File: config.mk
export PLATFORM = sky130hd
export DESIGN_NAME = earliest_free_room_scheduler_top
export DESIGN_NICKNAME = d
export VERILOG_FILES = /design/src/hdl/efrs_pkg.sv /design/src/hdl/efrs_cell.sv /design/src/hdl/earliest_free_room_scheduler_top.sv
export SDC_FILE = /design/constraint.sdc
export NUM_CORES = 2
export LEC_CHECK = 0
export BUFFER_PORTS_ARGS = -buffer_cell sky130_fd_sc_hd__buf_2
export CAP_MARGIN = 20
export CORE_MARGIN = 2
export CORE_UTILIZATION = 63
export DETAILED_ROUTE_END_ITERATION = 8
export GPL_TIMING_DRIVEN = 0
export PLACE_DENSITY = 0.78
export SYNTH_ARGS = -nofsm -noshare
export SYNTH_HDL_FRONTEND = slang
export SYNTH_HIERARCHICAL = 1
export SYNTH_SLANG_ARGS = --single-unit
File: constraint.sdc
create_clock -name clk -period 6.1 [get_ports clk]
set_clock_uncertainty 0.05 [all_clocks]
set_input_delay 0 -clock clk [delete_from_list [all_inputs] [get_ports clk]]
set_output_delay 0 -clock clk [all_outputs]
set_load 0.005 [all_outputs]
File: src/hdl/efrs_pkg.sv
// Package for the earliest-free-room scheduler.
// Holds the shared widths, the controller state type and the structs that pass
// between the top level and the room cells. It depends on nothing.
package efrs_pkg;

  localparam int MAX_ROOMS = 16;
  localparam int ROOM_W    = 4;
  localparam int COUNT_W   = 5;
  localparam int TIME_W    = 32;
  localparam int DUR_W     = 24;

  typedef enum logic [1:0] {
    ST_IDLE,
    ST_SWEEP,
    ST_FINISH
  } state_t;

  // Running minimum handed from one cell to the next.
  typedef struct packed {
    logic              found;
    logic [TIME_W-1:0] value;
    logic [ROOM_W-1:0] index;
  } cand_t;

  // Update broadcast to every cell when a job's result is issued.
  typedef struct packed {
    logic              en;
    logic              clr;
    logic [ROOM_W-1:0] index;
    logic [TIME_W-1:0] value;
  } room_wr_t;

endpackage

File: src/hdl/efrs_cell.sv
// One room cell of the scheduler: holds that room's end time and forwards the
// running (earliest end, room) pair to its neighbor every cycle.
// Depends on efrs_pkg.
module efrs_cell (
  input  logic                          clk,
  input  logic                          rst,
  input  logic [efrs_pkg::ROOM_W-1:0]   cell_index,
  input  efrs_pkg::room_wr_t            wr,
  input  efrs_pkg::cand_t               cand_in,
  output efrs_pkg::cand_t               cand_out
);

  logic [efrs_pkg::TIME_W-1:0] end_time_q;
  logic                        take;

  // A strict compare keeps the lower room number on a tie.
  assign take = !cand_in.found || (end_time_q < cand_in.value);

  always_ff @(posedge clk) begin
    if (rst) begin
      end_time_q <= '0;
    end else if (wr.clr) begin
      end_time_q <= '0;
    end else if (wr.en && (wr.index == cell_index)) begin
      end_time_q <= wr.value;
    end
  end

  always_ff @(posedge clk) begin
    if (take) begin
      cand_out.found <= 1'b1;
      cand_out.value <= end_time_q;
      cand_out.index <= cell_index;
    end else begin
      cand_out <= cand_in;
    end
  end

endmodule

File: src/hdl/earliest_free_room_scheduler_top.sv
// Top level of the earliest-free-room scheduler: controller, output register
// and the chain of room cells. Depends on efrs_pkg and efrs_cell.
//
// Usage: room_count is written through cfg_valid/cfg_ready (always ready); the
// user must write it only while the block is idle, as the block does not
// enforce it. Values of 0 act as 1 and values above 16 act as 16.
// Each item on in_valid/in_ready carries one job duration and an is_last flag.
// Each item gives exactly one result item on out_valid/out_ready with the room,
// start time, saturated end time and the run's latest end so far.
// While a run is filling its rooms, a job needs no search: it goes from idle
// straight to the finish state, where its result is registered once the output
// register is free. Once all rooms are open, the earliest-ending room is found
// by passing a running minimum down the cell chain one cell per cycle in the
// sweep state. A new item is taken only once the last result is issued.
// An item with is_last set clears all rooms after its result is issued.
// Reset clears all room end times, the run state and the output valid flag, and
// sets room_count to 1. When the receiver stalls, the finished result waits in
// the output register; the next item is still accepted and worked on, and it
// waits only when its own result is ready and the register is still full.
module earliest_free_room_scheduler_top (
  input  logic                           clk,
  input  logic                           rst,
  input  logic                           cfg_valid,
  output logic                           cfg_ready,
  input  logic [efrs_pkg::COUNT_W-1:0]   room_count,
  input  logic                           in_valid,
  output logic                           in_ready,
  input  logic [efrs_pkg::DUR_W-1:0]     duration,
  input  logic                           is_last,
  output logic                           out_valid,
  input  logic                           out_ready,
  output logic [efrs_pkg::ROOM_W-1:0]    room,
  output logic [efrs_pkg::TIME_W-1:0]    start_time,
  output logic [efrs_pkg::TIME_W-1:0]    end_time,
  output logic [efrs_pkg::TIME_W-1:0]    latest_end
);

  efrs_pkg::state_t             state;
  efrs_pkg::state_t             state_next;
  logic [efrs_pkg::COUNT_W-1:0] room_count_q;
  logic [efrs_pkg::COUNT_W-1:0] rooms_used;
  logic [efrs_pkg::COUNT_W-1:0] rooms_filled;
  logic [efrs_pkg::TIME_W-1:0]  run_latest;
  logic [efrs_pkg::DUR_W-1:0]   dur_q;
  logic                         last_q;
  logic                         open_q;
  logic [efrs_pkg::ROOM_W-1:0]  pick;
  logic [efrs_pkg::TIME_W-1:0]  start_q;
  logic [efrs_pkg::ROOM_W-1:0]  cnt;
  logic [efrs_pkg::ROOM_W-1:0]  last_cell;
  logic                         in_fire;
  logic                         opening;
  logic                         sweep_done;
  logic                         finish_fire;
  logic [efrs_pkg::TIME_W:0]    end_sum;
  logic [efrs_pkg::TIME_W-1:0]  end_sat;
  logic [efrs_pkg::TIME_W-1:0]  latest_new;
  efrs_pkg::cand_t              cand [efrs_pkg::MAX_ROOMS+1];
  efrs_pkg::cand_t              sweep_cand;
  efrs_pkg::room_wr_t           wr;

  assign cfg_ready = 1'b1;

  always_comb begin
    if (room_count_q == '0) begin
      rooms_used = efrs_pkg::COUNT_W'(1);
    end else if (room_count_q > efrs_pkg::COUNT_W'(efrs_pkg::MAX_ROOMS)) begin
      rooms_used = efrs_pkg::COUNT_W'(efrs_pkg::MAX_ROOMS);
    end else begin
      rooms_used = room_count_q;
    end
  end

  assign last_cell   = efrs_pkg::ROOM_W'(rooms_used - efrs_pkg::COUNT_W'(1));
  assign in_fire     = in_valid && in_ready;
  assign opening     = rooms_filled < rooms_used;
  assign sweep_done  = (cnt == last_cell);
  assign finish_fire = (state == efrs_pkg::ST_FINISH) && (!out_valid || out_ready);

  assign end_sum    = {1'b0, start_q} + {{(efrs_pkg::TIME_W + 1 - efrs_pkg::DUR_W){1'b0}}, dur_q};
  assign end_sat    = end_sum[efrs_pkg::TIME_W] ? '1 : end_sum[efrs_pkg::TIME_W-1:0];
  assign latest_new = (end_sat > run_latest) ? end_sat : run_latest;

  always_comb begin
    state_next = state;
    in_ready   = 1'b0;
    case (state)
      efrs_pkg::ST_IDLE: begin
        in_ready = 1'b1;
        if (in_valid) begin
          state_next = opening ? efrs_pkg::ST_FINISH : efrs_pkg::ST_SWEEP;
        end
      end
      efrs_pkg::ST_SWEEP: begin
        if (sweep_done) begin
          state_next = efrs_pkg::ST_FINISH;
        end
      end
      efrs_pkg::ST_FINISH: begin
        if (finish_fire) begin
          state_next = efrs_pkg::ST_IDLE;
        end
      end
      default: begin
        state_next = efrs_pkg::ST_IDLE;
      end
    endcase
  end

  // The chain head has no candidate, so cell 0 always takes its own value.
  assign cand[0]    = '0;
  assign sweep_cand = cand[rooms_used];

  assign wr.en    = finish_fire;
  assign wr.clr   = finish_fire && last_q;
  assign wr.index = pick;
  assign wr.value = end_sat;

  for (genvar g = 0; g < efrs_pkg::MAX_ROOMS; g++) begin : g_cell
    efrs_cell u_cell (
      .clk        (clk),
      .rst        (rst),
      .cell_index (efrs_pkg::ROOM_W'(g)),
      .wr         (wr),
      .cand_in    (cand[g]),
      .cand_out   (cand[g+1])
    );
  end

  always_ff @(posedge clk) begin
    if (rst) begin
      state        <= efrs_pkg::ST_IDLE;
      room_count_q <= efrs_pkg::COUNT_W'(1);
      rooms_filled <= '0;
      run_latest   <= '0;
      out_valid    <= 1'b0;
    end else begin
      state <= state_next;
      if (cfg_valid && cfg_ready) begin
        room_count_q <= room_count;
      end
      if (finish_fire) begin
        out_valid <= 1'b1;
        if (last_q) begin
          rooms_filled <= '0;
          run_latest   <= '0;
        end else begin
          run_latest <= latest_new;
          if (open_q) begin
            rooms_filled <= rooms_filled + efrs_pkg::COUNT_W'(1);
          end
        end
      end else if (out_ready) begin
        out_valid <= 1'b0;
      end
    end
  end

  always_ff @(posedge clk) begin
    if (in_fire) begin
      dur_q   <= duration;
      last_q  <= is_last;
      open_q  <= opening;
      cnt     <= '0;
      pick    <= rooms_filled[efrs_pkg::ROOM_W-1:0];
      start_q <= '0;
    end else if (state == efrs_pkg::ST_SWEEP) begin
      cnt <= cnt + efrs_pkg::ROOM_W'(1);
      if (sweep_done) begin
        pick    <= sweep_cand.index;
        start_q <= sweep_cand.value;
      end
    end
    if (finish_fire) begin
      room       <= pick;
      start_time <= start_q;
      end_time   <= end_sat;
      latest_end <= latest_new;
    end
  end

endmodule
==> flow_summary.json <==
{
  "status": "finished, final reports clean",
  "clkPwrFrac": 0.408,
  "p_switching_uw": 5880,
  "max_freq_ghz": 0.167,
  "htree_levels": 4,
  "hold_ws_ps": 95.5,
  "fillerInstances": 7571,
  "tightestPinTransition_ps": 1380,
  "required_ps": 6540,
  "crit_arrival_ps": 6430,
  "first_global_vias": 52200,
  "tns_ps": 0,
  "slew_viol_final": 0,
  "syn_inst": 6704,
  "avgSynthCellArea_um2": 9.75,
  "p_per_area_mw_per_mm2": 286,
  "combPwrFrac": 0.161,
  "layout.nets": 7885,
  "rr_endpoint": "latest_end[27]",
  "worst_slack_ps": 109,
  "syn_area_mm2": 0.0653,
  "rr_worst_depth": 17,
  "min_period_over_period": 0.982,
  "start_kind": "register",
  "drive_gt1_frac": 0.169,
  "grt-ovfl-total": 0,
  "utilization": 0.727,
  "dp_hpwl_um": 159000,
  "wirelength_um": 206000,
  "grt_pass1_wl_um": 305000,
  "cp_max_fo": 10,
  "cts_tree": "yes",
  "gp_congestion": 1.01,
  "routedWlPerCell_um": 23.5,
  "min_from": "out_ready",
  "clockBufferDepth": 3,
  "slew_headroom": 0.0797,
  "p_int_uw": 15600,
  "start_util": 0.633,
  "timing.rr.start": "start_q[4]",
  "cp-end-kind": "register",
  "power_leakage_uw": 0.0306,
  "maxCapViolations": 0,
  "drc_errors": 0,
  "r2r_setup_slack_ps": 110,
  "die_w_um": 326,
  "clk_latency_ps": 770,
  "swShare": 0.274,
  "syn_to_final_growth_pct": 14.8,
  "viasPerCell": 5.87,
  "postRouteAntennaNets": 0,
  "vias": 51600,
  "first_pass_iters": 6,
  "portBuffers": 135,
  "setup_viol": 0,
  "period_minus_slack_ps": 5990,
  "coreArea_mm2": 0.103,
  "synth_warnings": 6,
  "min_to": "state[1]",
  "std_cell_rows": 118,
  "drt_iter0_markers": 3912,
  "grtUsageTotal": 0.379,
  "die-height_um": 326,
  "power_frac_seq": 0.431,
  "numCtsBuffers": 139,
  "antenna_found_initial": 10,
  "min_path_type": "in -> reg",
  "finalHoldViolations": 0,
  "ioPinCount": 138,
  "finalInstanceArea_mm2": 0.0750,
  "cts_sinks": 1314,
  "post-place-ws_ps": -1990,
  "peakVddDrop_uv": 246,
  "ctsRootBufferMaster": "clkbuf_16",
  "dieArea_mm2": 0.106,
  "hold_path_depth": 5,
  "grt_start_max_net_pins": 113,
  "critPathKind": "reg -> reg",
  "cts.reportedPaths.clkPinSlew_ps": 60,
  "place_area_mm2": 0.0691
}
[cells in the final DEF (no fill, tap or decap), types with 204 or more instances in the layout]
cell        n
ha_1      559
mux2_2    573
mux2i_1   529
o21ai_0   204
nor2_1    683
conb_1    213
nand2_1   712
dfxtp_1  1184
a21oi_1   287
inv_1     550
[area by class of cell]
class	instances	area, um^2	area share
clock buffers	205	4240	0.0565
plain buffers	304	1760	0.0235
repair buffers	250	2100	0.0280
flip-flops and latches	1314	27600	0.368
clock inverters	49	494	0.00659
well taps	1380	1730	0.0230
multi-input cells	4723	34900	0.466
diodes	3	7.51	0.000100
inverters	558	2110	0.0282
[worst max-delay path by stage]
stage	depth (start not counted)	endpoint	startpoint
after CTS	22	latest_end[27]	dur_q[0]
after detailed placement	19	latest_end[27]	dur_q[0]
final	17	latest_end[27]	start_q[4]
after global routing	21	latest_end[27]	dur_q[0]
after global placement	19	latest_end[27]	dur_q[0]
after floorplan	19	latest_end[27]	dur_q[0]
[through the flow]
stage / instances / power (uW)
2_1_floorplan: 6900 / 11500
3_3_place_gp: 8415 / 12600
3_5_place_dp: 8448 / 12700
4_1_cts: 8775 / 21400
5_1_grt: 8783 / 22000
6_report: 8786 / 21400
[routing by layer]
| layer | vias up | routed length (um) | track usage |
|---|---|---|---|
| li1 | 24100 | - | - |
| met1 | 24600 | 78200 | 0.432 |
| met2 | 2126 | 96800 | 0.641 |
| met3 | 698 | 13300 | 0.0566 |
| met4 | 2 | 17700 | 0.289 |
| met5 | - | 13 | 0 |
[sequential cells by signal (all words and copies together) (netlist names), 2 cells and up]
register and count:
cnt 4, dur_q 24, end_time 32, g_cell.u_cell/cand_out 591, g_cell.u_cell/end_time_q 512, latest_end 32
pick 4, room 4, room_count_q 5, rooms_filled 5, run_latest 32, start_q 32
start_time 32, state 2
[what timing repair did]
| item | 4_1_cts | 5_1_grt |
|---|---|---|
| endpoints found under the setup margin | 64 | 70 |
| gates resized for setup | 46 | 43 |
| cloned | 0 | 0 |
| hold endpoints to repair | 37 | 0 |
| hold buffers | 66 | 0 |
| setup buffers | 7 | 7 |
| pin swaps | 2 | 5 |
[critical path, stage by stage (launching register included)]
cell and delay (ps):
dfxtp_1 490, ha_1 380, a21o_1 270, a31oi_2 280
a211o_1 260, a21boi_1 160, or2_2 350, xnor2_1 500
nand2_1 500, ha_1 450, and4_1 270, nand4bb_4 130
or4_1 580, nand2b_1 100, o2bb2ai_1 100, clkbuf_4 240
clkbuf_4 240, mux2_2 360
[power by group through the flow]
stage,combinational (uW),clock [uW],sequential (uW)
floorplan,2160,0,9380
global placement,3120,0,9440
detailed placement,3290,0,9420
CTS,3350,8800,9230
global route,3590,9150,9260
finish,3460,8750,9240
Power figures use the tool's default switching activity.
